File: config.mk
export PLATFORM = sky130hd
export DESIGN_NAME = rational_arith_normalize_core_flat
export DESIGN_NICKNAME = d
export VERILOG_FILES = /design/src/hw/rtl/ran_pkg.sv /design/src/hw/rtl/ran_if.sv /design/src/hw/rtl/ran_divu.sv /design/src/hw/rtl/rational_arith_normalize_core.sv /design/src/flat_wrapper.sv
export SDC_FILE = /design/constraint.sdc
export NUM_CORES = 2
export LEC_CHECK = 0
export ABC_AREA = 1
export BUFFER_PORTS_ARGS = -buffer_cell sky130_fd_sc_hd__buf_2
export CAP_MARGIN = 30
export CORE_MARGIN = 2
export CORE_UTILIZATION = 30
export DETAILED_ROUTE_END_ITERATION = 6
export HOLD_SLACK_MARGIN = 0.12
export REMOVE_ABC_BUFFERS = 1
export SETUP_SLACK_MARGIN = 0.1
export SYNTH_ARGS = -nofsm -noshare
export SYNTH_HDL_FRONTEND = slang
export SYNTH_SLANG_ARGS = --single-unit
File: constraint.sdc
create_clock -name clk -period 25.1 [get_ports clk]
set_input_delay 5.02 -clock clk [delete_from_list [all_inputs] [get_ports clk]]
set_output_delay 5.02 -clock clk [all_outputs]
set_load 0.005 [all_outputs]
File: src/hw/rtl/ran_pkg.sv
// Package for the rational arithmetic normalize block: widths, operation and
// status codes. No dependencies.
`timescale 1ns / 1ps
package ran_pkg;
  localparam int WIDTH_DEF = 32;
  localparam int FIELD_W = 32;
  localparam int OP_W = 3;
  localparam int ST_W = 2;

  typedef enum logic [OP_W-1:0] {
    OP_ADD = 3'd0, OP_SUB = 3'd1, OP_MUL = 3'd2, OP_DIV = 3'd3,
    OP_NEG = 3'd4, OP_INC = 3'd5, OP_DEC = 3'd6, OP_NORM = 3'd7
  } op_t;

  typedef enum logic [ST_W-1:0] {
    ST_OK = 2'd0, ST_ZERO_DEN = 2'd1, ST_OVERFLOW = 2'd2
  } status_t;
endpackage

File: src/hw/rtl/ran_if.sv
// Valid/ready channel interfaces for the input and result words.
// Depends on ran_pkg.
`timescale 1ns / 1ps
interface ran_in_if import ran_pkg::*; ();
  logic valid;
  logic ready;
  logic [OP_W-1:0] operation;
  logic signed [FIELD_W-1:0] left_num;
  logic signed [FIELD_W-1:0] left_den;
  logic signed [FIELD_W-1:0] right_num;
  logic signed [FIELD_W-1:0] right_den;
  modport source (output valid, operation, left_num, left_den, right_num, right_den,
                  input ready);
  modport sink (input valid, operation, left_num, left_den, right_num, right_den,
                output ready);
endinterface

interface ran_out_if import ran_pkg::*; ();
  logic valid;
  logic ready;
  logic signed [FIELD_W-1:0] result_num;
  logic signed [FIELD_W-1:0] result_den;
  logic [ST_W-1:0] status;
  modport source (output valid, result_num, result_den, status, input ready);
  modport sink (input valid, result_num, result_den, status, output ready);
endinterface

File: src/hw/rtl/ran_divu.sv
// Restoring radix-2 divider, one quotient bit per cycle, used for both the
// Euclid remainders and the final reduction. Depends on ran_pkg.
`timescale 1ns / 1ps
module ran_divu import ran_pkg::*; #(
  parameter int DW = 2 * WIDTH_DEF + 1
) (
  input  logic          clk,
  input  logic          rst_n,
  input  logic          start,
  input  logic [DW-1:0] dividend,
  input  logic [DW-1:0] divisor,
  output logic          done,
  output logic [DW-1:0] quotient,
  output logic [DW-1:0] remainder
);
  localparam int CW = $clog2(DW + 1);
  logic [DW-1:0] q_r, q_nxt, rem_r, rem_nxt, dvs_r;
  logic [CW-1:0] cnt_r, cnt_nxt;
  logic busy_r, busy_nxt, done_r, done_nxt;
  logic [DW:0] trial;

  always_comb begin
    trial = {rem_r, q_r[DW-1]} - {1'b0, dvs_r};
    q_nxt = q_r;
    rem_nxt = rem_r;
    cnt_nxt = cnt_r;
    busy_nxt = busy_r;
    done_nxt = 1'b0;
    if (busy_r) begin
      // shift in next dividend bit; keep trial result if it did not borrow
      if (!trial[DW]) begin
        rem_nxt = trial[DW-1:0];
        q_nxt = {q_r[DW-2:0], 1'b1};
      end else begin
        rem_nxt = {rem_r[DW-2:0], q_r[DW-1]};
        q_nxt = {q_r[DW-2:0], 1'b0};
      end
      cnt_nxt = cnt_r - 1'b1;
      if (cnt_r == CW'(1)) begin
        busy_nxt = 1'b0;
        done_nxt = 1'b1;
      end
    end
  end

  always_ff @(posedge clk) begin
    if (!rst_n) begin
      busy_r <= 1'b0;
      done_r <= 1'b0;
      cnt_r <= '0;
    end else if (start) begin
      busy_r <= 1'b1;
      done_r <= 1'b0;
      cnt_r <= CW'(DW);
    end else begin
      busy_r <= busy_nxt;
      done_r <= done_nxt;
      cnt_r <= cnt_nxt;
    end
  end

  always_ff @(posedge clk) begin
    if (start) begin
      q_r <= dividend;
      rem_r <= '0;
      dvs_r <= divisor;
    end else begin
      q_r <= q_nxt;
      rem_r <= rem_nxt;
    end
  end

  assign done = done_r;
  assign quotient = q_r;
  assign remainder = rem_r;

`ifndef SYNTHESIS
  a_done_after_busy: assert property (@(posedge clk) disable iff (!rst_n)
    done_r |-> $past(busy_r)) else $error("divider done without busy");
  a_no_done_busy: assert property (@(posedge clk) disable iff (!rst_n)
    !(done_r && busy_r)) else $error("divider done while busy");
  a_cnt_zero_idle: assert property (@(posedge clk) disable iff (!rst_n)
    busy_r |-> cnt_r != '0) else $error("divider count ran out while busy");
`endif
endmodule

File: src/hw/rtl/rational_arith_normalize_core.sv
// Top level of the rational arithmetic normalize block: sequencer around one
// multiplier and one shared divider. Depends on ran_pkg, ran_if, ran_divu.
`timescale 1ns / 1ps
// Usage:
//   in  (ran_in_if.sink): operation and two fractions, one word per item.
//   out (ran_out_if.source): reduced numerator, denominator and status.
//   The block takes one word, then drops in_ready until its result has been
//   taken. Work: up to three WIDTH x WIDTH products on one multiplier, a
//   sign/magnitude add, then Euclid's loop where each remainder costs one
//   pass of the shared divider, then two more divider passes for n/g and d/g.
//   The number of Euclid steps sets the total time, and long Fibonacci-like
//   pairs take the most steps. Zero numerator and zero denominator skip the
//   divider.
//   The result sits in an output register; while the receiver stalls it
//   holds, and the next word is accepted once it has been taken.
//   Reset (rst_n low, synchronous) returns the sequencer to idle and drops
//   out_valid; no clearing pass is needed since the data registers are loaded afresh for each word.
module rational_arith_normalize_core import ran_pkg::*; #(
  parameter int WIDTH = WIDTH_DEF
) (
  input logic clk,
  input logic rst_n,
  ran_in_if.sink    in,
  ran_out_if.source out
);
  localparam int MW = 2 * WIDTH;     // product magnitude
  localparam int DW = MW + 1;        // sum magnitude

  typedef enum logic [3:0] {
    S_IDLE, S_M0, S_M1, S_M2, S_SUM, S_CHECK, S_GCD_GO, S_GCD_WT,
    S_DN_GO, S_DN_WT, S_DD_GO, S_DD_WT, S_FIN, S_OUT
  } state_t;

  state_t state_r;
  logic [OP_W-1:0] op_r;
  logic [WIDTH-1:0] lnm_r, ldm_r, rnm_r, rdm_r;
  logic lns_r, lds_r, rns_r, rds_r;
  logic [MW-1:0] p0_r, p1_r, pd_r;   // ln*x, rn*ld, denominator product
  logic [DW-1:0] nm_r, dm_r, ga_r, gb_r, qn_r;
  logic nneg_r, dneg_r;
  logic signed [FIELD_W-1:0] onum_r, oden_r;
  logic [ST_W-1:0] ost_r;
  logic ovalid_r;

  // shared multiplier operands
  logic [WIDTH-1:0] ma, mb;
  logic [MW-1:0] mp;
  assign mp = MW'(ma) * MW'(mb);

  // take low WIDTH bits and split into sign/magnitude
  function automatic logic [WIDTH:0] take(input logic [FIELD_W-1:0] raw);
    logic [WIDTH-1:0] x;
    x = raw[WIDTH-1:0];
    return {x[WIDTH-1], x[WIDTH-1] ? (~x + 1'b1) : x};
  endfunction

  logic [WIDTH:0] tln, tld, trn, trd;
  assign tln = take(in.left_num);
  assign tld = take(in.left_den);
  assign trn = take(in.right_num);
  assign trd = take(in.right_den);

  // sign of each product term
  logic s0, s1;
  assign s0 = lns_r ^ ((op_r == OP_MUL) ? rns_r : rds_r);
  assign s1 = rns_r ^ lds_r ^ (op_r == OP_SUB);

  // shared divider
  logic dv_start, dv_done;
  logic [DW-1:0] dv_a, dv_b, dv_q, dv_rem;
  ran_divu #(.DW(DW)) u_div (
    .clk(clk), .rst_n(rst_n), .start(dv_start), .dividend(dv_a),
    .divisor(dv_b), .done(dv_done), .quotient(dv_q), .remainder(dv_rem)
  );

  always_comb begin
    ma = lnm_r;
    mb = rdm_r;
    case (state_r)
      S_M0: begin ma = lnm_r; mb = (op_r == OP_MUL) ? rnm_r : rdm_r; end
      S_M1: begin ma = rnm_r; mb = ldm_r; end
      S_M2: begin ma = ldm_r; mb = (op_r == OP_DIV) ? rnm_r : rdm_r; end
      default: begin ma = lnm_r; mb = rdm_r; end
    endcase
    dv_start = (state_r == S_GCD_GO) || (state_r == S_DN_GO) || (state_r == S_DD_GO);
    case (state_r)
      S_DN_GO: begin dv_a = nm_r; dv_b = ga_r; end
      S_DD_GO: begin dv_a = dm_r; dv_b = ga_r; end
      default: begin dv_a = ga_r; dv_b = gb_r; end
    endcase
  end

  // signed sum of two sign/magnitude terms
  function automatic logic [DW:0] sadd(input logic as, input logic [DW-1:0] am,
                                       input logic bs, input logic [DW-1:0] bm);
    logic [DW-1:0] m;
    logic s;
    if (as == bs) begin m = am + bm; s = as; end
    else if (am >= bm) begin m = am - bm; s = as; end
    else begin m = bm - am; s = bs; end
    return {s && (m != '0), m};
  endfunction

  logic [DW:0] sum;
  logic [DW-1:0] lim;
  logic neg_res;
  assign lim = DW'(1) << (WIDTH - 1);
  assign neg_res = nneg_r ^ dneg_r;

  always_comb begin
    sum = '0;
    case (op_r)
      OP_ADD, OP_SUB: sum = sadd(s0, DW'(p0_r), s1, DW'(p1_r));
      OP_INC: sum = sadd(lns_r, DW'(lnm_r), lds_r, DW'(ldm_r));
      OP_DEC: sum = sadd(lns_r, DW'(lnm_r), !lds_r, DW'(ldm_r));
      OP_NEG: sum = {!lns_r && (lnm_r != '0), DW'(lnm_r)};
      OP_MUL, OP_DIV: sum = {s0 && (p0_r != '0), DW'(p0_r)};
      default: sum = {lns_r, DW'(lnm_r)};
    endcase
  end

  always_ff @(posedge clk) begin
    if (!rst_n) begin
      state_r <= S_IDLE;
      ovalid_r <= 1'b0;
    end else begin
      case (state_r)
        S_IDLE: if (in.valid) begin
          op_r <= in.operation;
          {lns_r, lnm_r} <= tln;
          {lds_r, ldm_r} <= tld;
          {rns_r, rnm_r} <= trn;
          {rds_r, rdm_r} <= trd;
          state_r <= S_M0;
        end
        S_M0: begin p0_r <= mp; state_r <= S_M1; end
        S_M1: begin p1_r <= mp; state_r <= S_M2; end
        S_M2: begin pd_r <= mp; state_r <= S_SUM; end
        S_SUM: begin
          {nneg_r, nm_r} <= sum;
          if (op_r == OP_ADD || op_r == OP_SUB || op_r == OP_MUL || op_r == OP_DIV) begin
            dm_r <= DW'(pd_r);
            dneg_r <= (pd_r != '0) && (lds_r ^ ((op_r == OP_DIV) ? rns_r : rds_r));
          end else begin
            dm_r <= DW'(ldm_r);
            dneg_r <= lds_r;
          end
          state_r <= S_CHECK;
        end
        S_CHECK: begin
          ga_r <= nm_r;
          gb_r <= dm_r;
          if (dm_r == '0) begin
            onum_r <= '0; oden_r <= '0; ost_r <= ST_ZERO_DEN;
            state_r <= S_OUT;
          end else if (nm_r == '0) begin
            // zero keeps the denominator's sign as plus or minus one
            onum_r <= '0;
            oden_r <= dneg_r ? -FIELD_W'(1) : FIELD_W'(1);
            ost_r <= ST_OK;
            state_r <= S_OUT;
          end else begin
            state_r <= S_GCD_GO;
          end
        end
        S_GCD_GO: state_r <= S_GCD_WT;
        S_GCD_WT: if (dv_done) begin
          ga_r <= gb_r;
          gb_r <= dv_rem;
          state_r <= (dv_rem == '0) ? S_DN_GO : S_GCD_GO;
        end
        S_DN_GO: state_r <= S_DN_WT;
        S_DN_WT: if (dv_done) begin qn_r <= dv_q; state_r <= S_DD_GO; end
        S_DD_GO: state_r <= S_DD_WT;
        S_DD_WT: if (dv_done) begin gb_r <= dv_q; state_r <= S_FIN; end
        S_FIN: begin
          if (gb_r > lim - 1'b1 || qn_r > (neg_res ? lim : lim - 1'b1)) begin
            onum_r <= '0; oden_r <= '0; ost_r <= ST_OVERFLOW;
          end else begin
            onum_r <= FIELD_W'($signed(neg_res ? (~qn_r[WIDTH-1:0] + 1'b1)
                                               : qn_r[WIDTH-1:0]));
            oden_r <= FIELD_W'(gb_r[WIDTH-1:0]);
            ost_r <= ST_OK;
          end
          state_r <= S_OUT;
        end
        S_OUT: begin
          if (!ovalid_r) begin
            ovalid_r <= 1'b1;
          end else if (out.ready) begin
            ovalid_r <= 1'b0;
            state_r <= S_IDLE;
          end
        end
        default: state_r <= S_IDLE;
      endcase
    end
  end

  assign in.ready = (state_r == S_IDLE);
  assign out.valid = ovalid_r;
  assign out.result_num = onum_r;
  assign out.result_den = oden_r;
  assign out.status = ost_r;

`ifndef SYNTHESIS
  a_valid_in_out: assert property (@(posedge clk) disable iff (!rst_n)
    ovalid_r |-> state_r == S_OUT) else $error("result valid outside output state");
  a_not_ready_busy: assert property (@(posedge clk) disable iff (!rst_n)
    ovalid_r |-> !in.ready) else $error("input ready while result pending");
  a_accept_leaves: assert property (@(posedge clk) disable iff (!rst_n)
    (in.valid && in.ready) |=> state_r == S_M0) else $error("accept did not start");
  a_status_code: assert property (@(posedge clk) disable iff (!rst_n)
    ovalid_r |-> (ost_r != ST_OK || oden_r != '0)) else $error("ok with zero denominator");
`endif
endmodule

File: src/flat_wrapper.sv
// flat-port wrapper written by rule: the top's interface ports become plain ports
module rational_arith_normalize_core_flat import ran_pkg::*;
#(
  parameter int WIDTH = WIDTH_DEF
)
  (clk, rst_n, in_valid, in_operation, in_left_num, in_left_den, in_right_num, in_right_den, in_ready, out_valid, out_result_num, out_result_den, out_status, out_ready);
  ran_in_if in_i ();
  ran_out_if out_i ();
  input logic clk;
  input logic rst_n;
  input wire logic [$bits(in_i.valid)-1:0] in_valid;
  input wire logic [$bits(in_i.operation)-1:0] in_operation;
  input wire logic [$bits(in_i.left_num)-1:0] in_left_num;
  input wire logic [$bits(in_i.left_den)-1:0] in_left_den;
  input wire logic [$bits(in_i.right_num)-1:0] in_right_num;
  input wire logic [$bits(in_i.right_den)-1:0] in_right_den;
  output wire logic [$bits(in_i.ready)-1:0] in_ready;
  output wire logic [$bits(out_i.valid)-1:0] out_valid;
  output wire logic [$bits(out_i.result_num)-1:0] out_result_num;
  output wire logic [$bits(out_i.result_den)-1:0] out_result_den;
  output wire logic [$bits(out_i.status)-1:0] out_status;
  input wire logic [$bits(out_i.ready)-1:0] out_ready;
  assign in_i.valid = in_valid;
  assign in_i.operation = in_operation;
  assign in_i.left_num = in_left_num;
  assign in_i.left_den = in_left_den;
  assign in_i.right_num = in_right_num;
  assign in_i.right_den = in_right_den;
  assign in_ready = in_i.ready;
  assign out_valid = out_i.valid;
  assign out_result_num = out_i.result_num;
  assign out_result_den = out_i.result_den;
  assign out_status = out_i.status;
  assign out_i.ready = out_ready;
  rational_arith_normalize_core #(.WIDTH(WIDTH)) u_core (.clk(clk), .rst_n(rst_n), .in(in_i), .out(out_i));
endmodule
Word-level counts from Yosys, hierarchy flattened
Cells that the tools add are included.
{"block": "word_totals", "n_memories": 0, "inputBits": 135, "elab_cells": 214, "ramBits": 0, "romBits": 0, "out_inout_bits": 68, "regBits": 929, "latchBits": 0}
{"block": "op_classes", "addsub": 13, "n_mux": 74, "reduce_logical": 44, "n_div": 0, "n_shift": 0, "n_eq_ne": 30, "bitwise": 12, "n_mul": 1, "n_lt_le_gt_ge": 4}
{"op": "2-to-1 mux 65 bit", "n": 15}
{"op": "2-to-1 mux 32 bit", "n": 12}
{"op": "one-hot mux 66 bit (5 select lines)", "n": 1}
{"op": "one-hot mux 65 bit (2 select lines)", "n": 2}
{"op": "zero test 65 bit", "n": 3}
{"op": "one-hot mux 65 bit (3 select lines)", "n": 1}
{"op": "nonzero test 65 bit", "n": 3}
{"op": "one-hot mux 32 bit (2 select lines)", "n": 3}
{"op": "adder 32 x 1 -> 32 bit (second input constant)", "n": 5}
{"op": "inverter 32 bit", "n": 5}
{"op": "subtractor 64 x 64 -> 65 bit", "n": 2}
{"op": "nonzero test 64 bit", "n": 2}
{"op": "2-to-1 mux 31 bit", "n": 4}
{"op": "one-hot mux 32 bit (3 select lines)", "n": 1}
{"op": "subtractor 32 x 32 -> 33 bit", "n": 2}
{"op": "subtractor 66 x 65 -> 66 bit", "n": 1}
{"op": "adder 64 x 64 -> 65 bit", "n": 1}
{"op": "greater-than comparator 65 x 31 -> 1 bit (second input constant)", "n": 1}
{"op": "greater-than comparator 65 bit", "n": 1}
{"op": "greater-or-equal comparator 64 bit", "n": 1}
{"op": "multiplier 32 x 32 -> 64 bit", "n": 1}
{"op": "one-hot mux 4 bit (14 select lines)", "n": 1}
{"op": "2-to-1 mux 4 bit", "n": 9}
{"op": "adder 32 x 32 -> 33 bit", "n": 1}
{"op": "other kinds (34)", "n": 100}

Logic depth before layout (Yosys ltp)
{"block": "depth", "word_depth": 9, "ltp_mapped": 42, "depth_no_buf": 40}

Modules after synthesis
A second synthesis with hierarchy kept.
{"block": "hier_totals", "hier_cells": 15027, "area_unflattened_um2": 107431.8}
{"module": "rational_arith_normalize_core", "cells_per_inst": 12672, "area_per_inst_um2": 92551.3, "seq_area_each_um2": 21690.8, "n_inst": 1}
{"module": "ran_divu", "cells_per_inst": 2355, "area_per_inst_um2": 14880.5, "seq_area_each_um2": 5385.2, "n_inst": 1}

Worst setup path before layout
OpenSTA, ideal clock, no wires.
{"block": "synth_path", "path_kind": "in2reg", "from": "in rst_n", "to": "reg u_core.ldm_r[0] (enable)", "arrival_time_ps": 18055, "setup_time_ps": 961, "stages": 2, "required_time_ps": 24139, "path_buffers": 0, "slack_ps": 6084, "path_cell_list": "inv_1 nor4_1"}
{"block": "synth_via", "elab_chain_len": 1}
{"item": "start: declaration", "line_no": "flat_wrapper.sv:10", "rtl": "input logic rst_n;"}
{"item": "AND reduction 3 bit (no source line)"}
{"item": "end signal: assignment", "line_no": "rational_arith_normalize_core.sv:131", "rtl": "{lds_r, ldm_r} <= tld;"}
{"item": "end: declaration", "line_no": "rational_arith_normalize_core.sv:36", "rtl": "logic [WIDTH-1:0] lnm_r, ldm_r, rnm_r, rdm_r;"}
No other way between the ends.
A chain may end at the register's enable or synchronous reset.

Worst setup path in the final report
{"block": "layout_path", "from": "reg u_core.state_r[0]", "to": "reg u_core.p0_r[63], data pin"}
{"block": "layout_via", "elab_chain_len": 3, "word_cells_on_any_way": 6, "cone_classes": "1 x mul; 3 x eq/ne; 2 x mux"}
{"item": "start: declaration", "line_no": "rational_arith_normalize_core.sv:34", "rtl": "state_t state_r;"}
{"item": "start signal: assignment", "line_no": "rational_arith_normalize_core.sv:170", "rtl": "state_r <= (dv_rem == '0) ? S_DN_GO : S_GCD_GO;"}
{"item": "equality test 4 x 2 -> 1 bit or equality test 4 x 1 -> 1 bit (tied branches)", "line_no": "rational_arith_normalize_core.sv:79", "rtl": "case (state_r)"}
{"item": "one-hot mux 32 bit (3 select lines) or one-hot mux 32 bit (2 select lines) (tied branches)", "line_no": "rational_arith_normalize_core.sv:79"}
{"item": "multiplier 32 x 32 -> 64 bit (*)", "line_no": "rational_arith_normalize_core.sv:48", "rtl": "assign mp = MW'(ma) * MW'(mb);"}
{"item": "via u_core.mp[63]", "line_no": "rational_arith_normalize_core.sv:47", "rtl": "logic [MW-1:0] mp;"}
{"item": "end signal: assignment", "line_no": "rational_arith_normalize_core.sv:136", "rtl": "S_M0: begin p0_r <= mp; state_r <= S_M1; end"}
{"item": "end: declaration", "line_no": "rational_arith_normalize_core.sv:38", "rtl": "logic [MW-1:0] p0_r, p1_r, pd_r;"}
The timed path passes the listed nets; every way through them passes the cells marked *.

==> impl_results.md <==
- Cells after synthesis: 13900
- Number of max-cap violations: 0
- Max_slew headroom: 27.2%
- Via count: 98300
- Hpwl dp: roughly 380000 um
- Synthesized area: 0.104 mm2
- Placer Congestion: 1.09
- # DRC: 1
- Slowest cell on crit path: dfxtp_2
- Starting Density: 30.1%
- Largest net degree at the start of global routing: 91
- Total global routing overflow: 0
- Unique masters post-synth: between 60 and 70
- Hold-fix buffers, CTS: 0
- Async S/R FF share, synth: 0%
- Tcrit/Tclk final: about 46%
- Core area: ~0.35 mm2
- Most frequent cells in the layout: 3366 x nand2_1, 2525 x inv_1, 1747 x nor2_1
- WHS Path Cells: 0
- Top cell by count, worst path: fa_1
- FF+latch count, synth: roughly 930
- Worst-Skew Late Latency: 770 ps
- Total Negative Setup Slacks: 0 ps
- Failing checks: design-rule violations
- Ys Warns: 0
- Max incr delay on CP: 980 ps
- Die Width: just under 600 um
- Delay-heaviest family, CP: adder cells
- Routed Wire Length: ~470000 um
- Die footprint: approximately 0.35 mm2
- Layout cells sized above 1: around 5%
- Post-CTS Setup Repair Bufs: 0
- RSZ-0062 raised after global routing: no
- Fin. Hold Viols: 0
- Most common cell after layout, fill and taps aside: nand2_1
- First-pass GRT wire length: 664000 um
- Total GRT Usage: roughly 26%
- HP Class: reg2reg
- Worst Hold Path EP: u_core.qn_r[63]
- Reg-to-reg slack, setup: 13450 ps
- CTS HTree Levels: 3
- Via density: 5.28
- Result of the run: finished with violations
- RR Endpoint: u_core.p0_r[63]
- CP Capture Type: register
- Worst-path clk slew: 60 ps
- Worst Tran Pin Value: 1090 ps
- Crit path DAT: between 10000 and 15000 ps
- Cell row count: between 200 and 250
- Reg2Reg Depth: 35
- Final Skew: 75.0 ps
- Root buf cell: clkbuf_16
- Count of flip-flops with a built-in enable after synthesis: roughly 850
- WP data required: 25590 ps
- Number of global-route vias before repair: 94400
- Drt wl/cell: 25.1 um
- CP startpoint kind: register
- Worst flop-to-flop path startpoint: u_core.state_r[0]
- CTS tree: built
- Die Y: 593 um
- Sequential area share after synthesis: 26.0%
- Mapped Avg Cell Area: ~7.5 um2
- Final Slew Violations: 0
- Total iterations of the first detailed-routing run: 7
- Initial antenna violation count: 78
- DR iter-0 viols: about 12000
- Final #Nets: around 16000
- Detail Route Antenna Nets: 0
- WP buf/inv: 11
- P&R area growth vs syn: 9.83%
- Count of final setup violators: 0
- Clk buf depth: 3
- Achievable frequency: 85.9 MHz
- I/O pin count: 203
- CP Class: reg2reg
- Worst Path Max Fanout: 38
- # clock sinks: roughly 930
- Top_reg_cell synth: edfxtp_1
- Port Buffer Count: 202
- Number of gates resized after cts: 0
- Cts bufs inserted: 98
- Min cycle time layout: between 10000 and 15000 ps
- Min-delay src: u_core.u_div.quotient[63]
[stage by stage]
stage	setup WS (ps)	std cells	util (%)	instance area, um2	hold WS [ps]
global placement	13680	18400	32.0	110000	445
finish	13450	18600	33.1	114000	447
floorplan	6160	13400	-	102000	426
detailed placement	13530	18400	32.0	111000	443
CTS	13540	18600	33.0	114000	437
global route	13100	18600	33.0	114000	463
[layer usage]
metal / vias to the layer above / GRT usage (%) / share of wire (%) / wire, um
met4: 18 / 10.3 / 4.8 / 22200
met5: - / 0.135 / 0.093 / 434
met1: 47900 / 35.4 / 42 / 195000
li1: 44100 / - / - / -
met3: 945 / 7.06 / 11 / 53400
met2: 5281 / 38.8 / 42 / 195000
[worst max path at each step]
stage	depth (start not counted)	to	slack (ps)	startpoint
after global routing	36	u_core.pd_r[55]	13100	u_core.state_r[0]
after global placement	39	u_core.p0_r[53]	13680	u_core.state_r[0]
final	35	u_core.p0_r[63]	13450	u_core.state_r[0]
after CTS	33	u_core.p0_r[63]	13540	u_core.state_r[0]
after detailed placement	33	u_core.p0_r[63]	13530	u_core.state_r[0]
after floorplan	2	u_core.ldm_r[0]	6160	rst_n
[cell type report]
| cell class | count | area [um2] |
|---|---|---|
| clock buffer | 132 | 2670 |
| timing repair buffer | 411 | 2650 |
| fill | 37200 | 231000 |
| tap | 4578 | 5730 |
| multi-input combinational | 9914 | 65600 |
| antenna | 45 | 113 |
| clock inverter | 53 | 683 |
| sequential | 928 | 27100 |
| inverter | 2565 | 9640 |
[sequential cells by signal (all words and copies together), names as in the netlist, 65 cells and up]
name,count
u_core.ga_r,65
u_core.gb_r,65
u_core.nm_r,65
u_core.qn_r,65
u_core.u_div.dvs_r,65
u_core.u_div.quotient,65
u_core.u_div.remainder,65
[kinds of logic (layout without fill, tap and decap cells)]
kind of cell             count (synthesis)  in the layout  share of synthesized area [%]
AO/OA/AOI/OAI                         1827           1827                           10.3
XOR/XNOR                               367            367                           3.09
adder cells (fa/ha/maj)               1558           1558                           25.3
buffers and inverters                 3057           3161                           11.3
flip-flops                             928            928                           26.0
other                                    0             45                              0
AND/OR/NAND/NOR                       6162           6162                           23.9
[synthesized netlist by cell type, types with 34 or more instances]
| cell type | count | area share, % |
|---|---|---|
| a21oi_1 | 660 | 3.2 |
| a22oi_1 | 34 | 0.25 |
| a31oi_1 | 106 | 0.64 |
| buf_2 | 66 | 0.32 |
| buf_4 | 45 | 0.33 |
| clkbuf_1 | 350 | 1.3 |
| dfxtp_1 | 79 | 1.5 |
| edfxtp_1 | 849 | 25 |
| fa_1 | 903 | 17 |
| ha_1 | 655 | 7.9 |
| inv_1 | 2528 | 9.1 |
| nand2_1 | 3370 | 12 |
| nand3_1 | 605 | 2.9 |
| nand4_1 | 125 | 0.75 |
| nor2_1 | 1761 | 6.4 |
| nor3_1 | 107 | 0.52 |
| nor4_1 | 108 | 0.65 |
| o211ai_1 | 132 | 0.95 |
| o21ai_0 | 521 | 2.5 |
| o21bai_1 | 56 | 0.40 |
| o221ai_1 | 42 | 0.35 |
| o22ai_1 | 77 | 0.46 |
| xnor2_1 | 113 | 0.95 |
| xor2_1 | 254 | 2.1 |
Power is not shown: default switching activity piles up to over one toggle a cycle in this logic, so the estimate is an artifact.
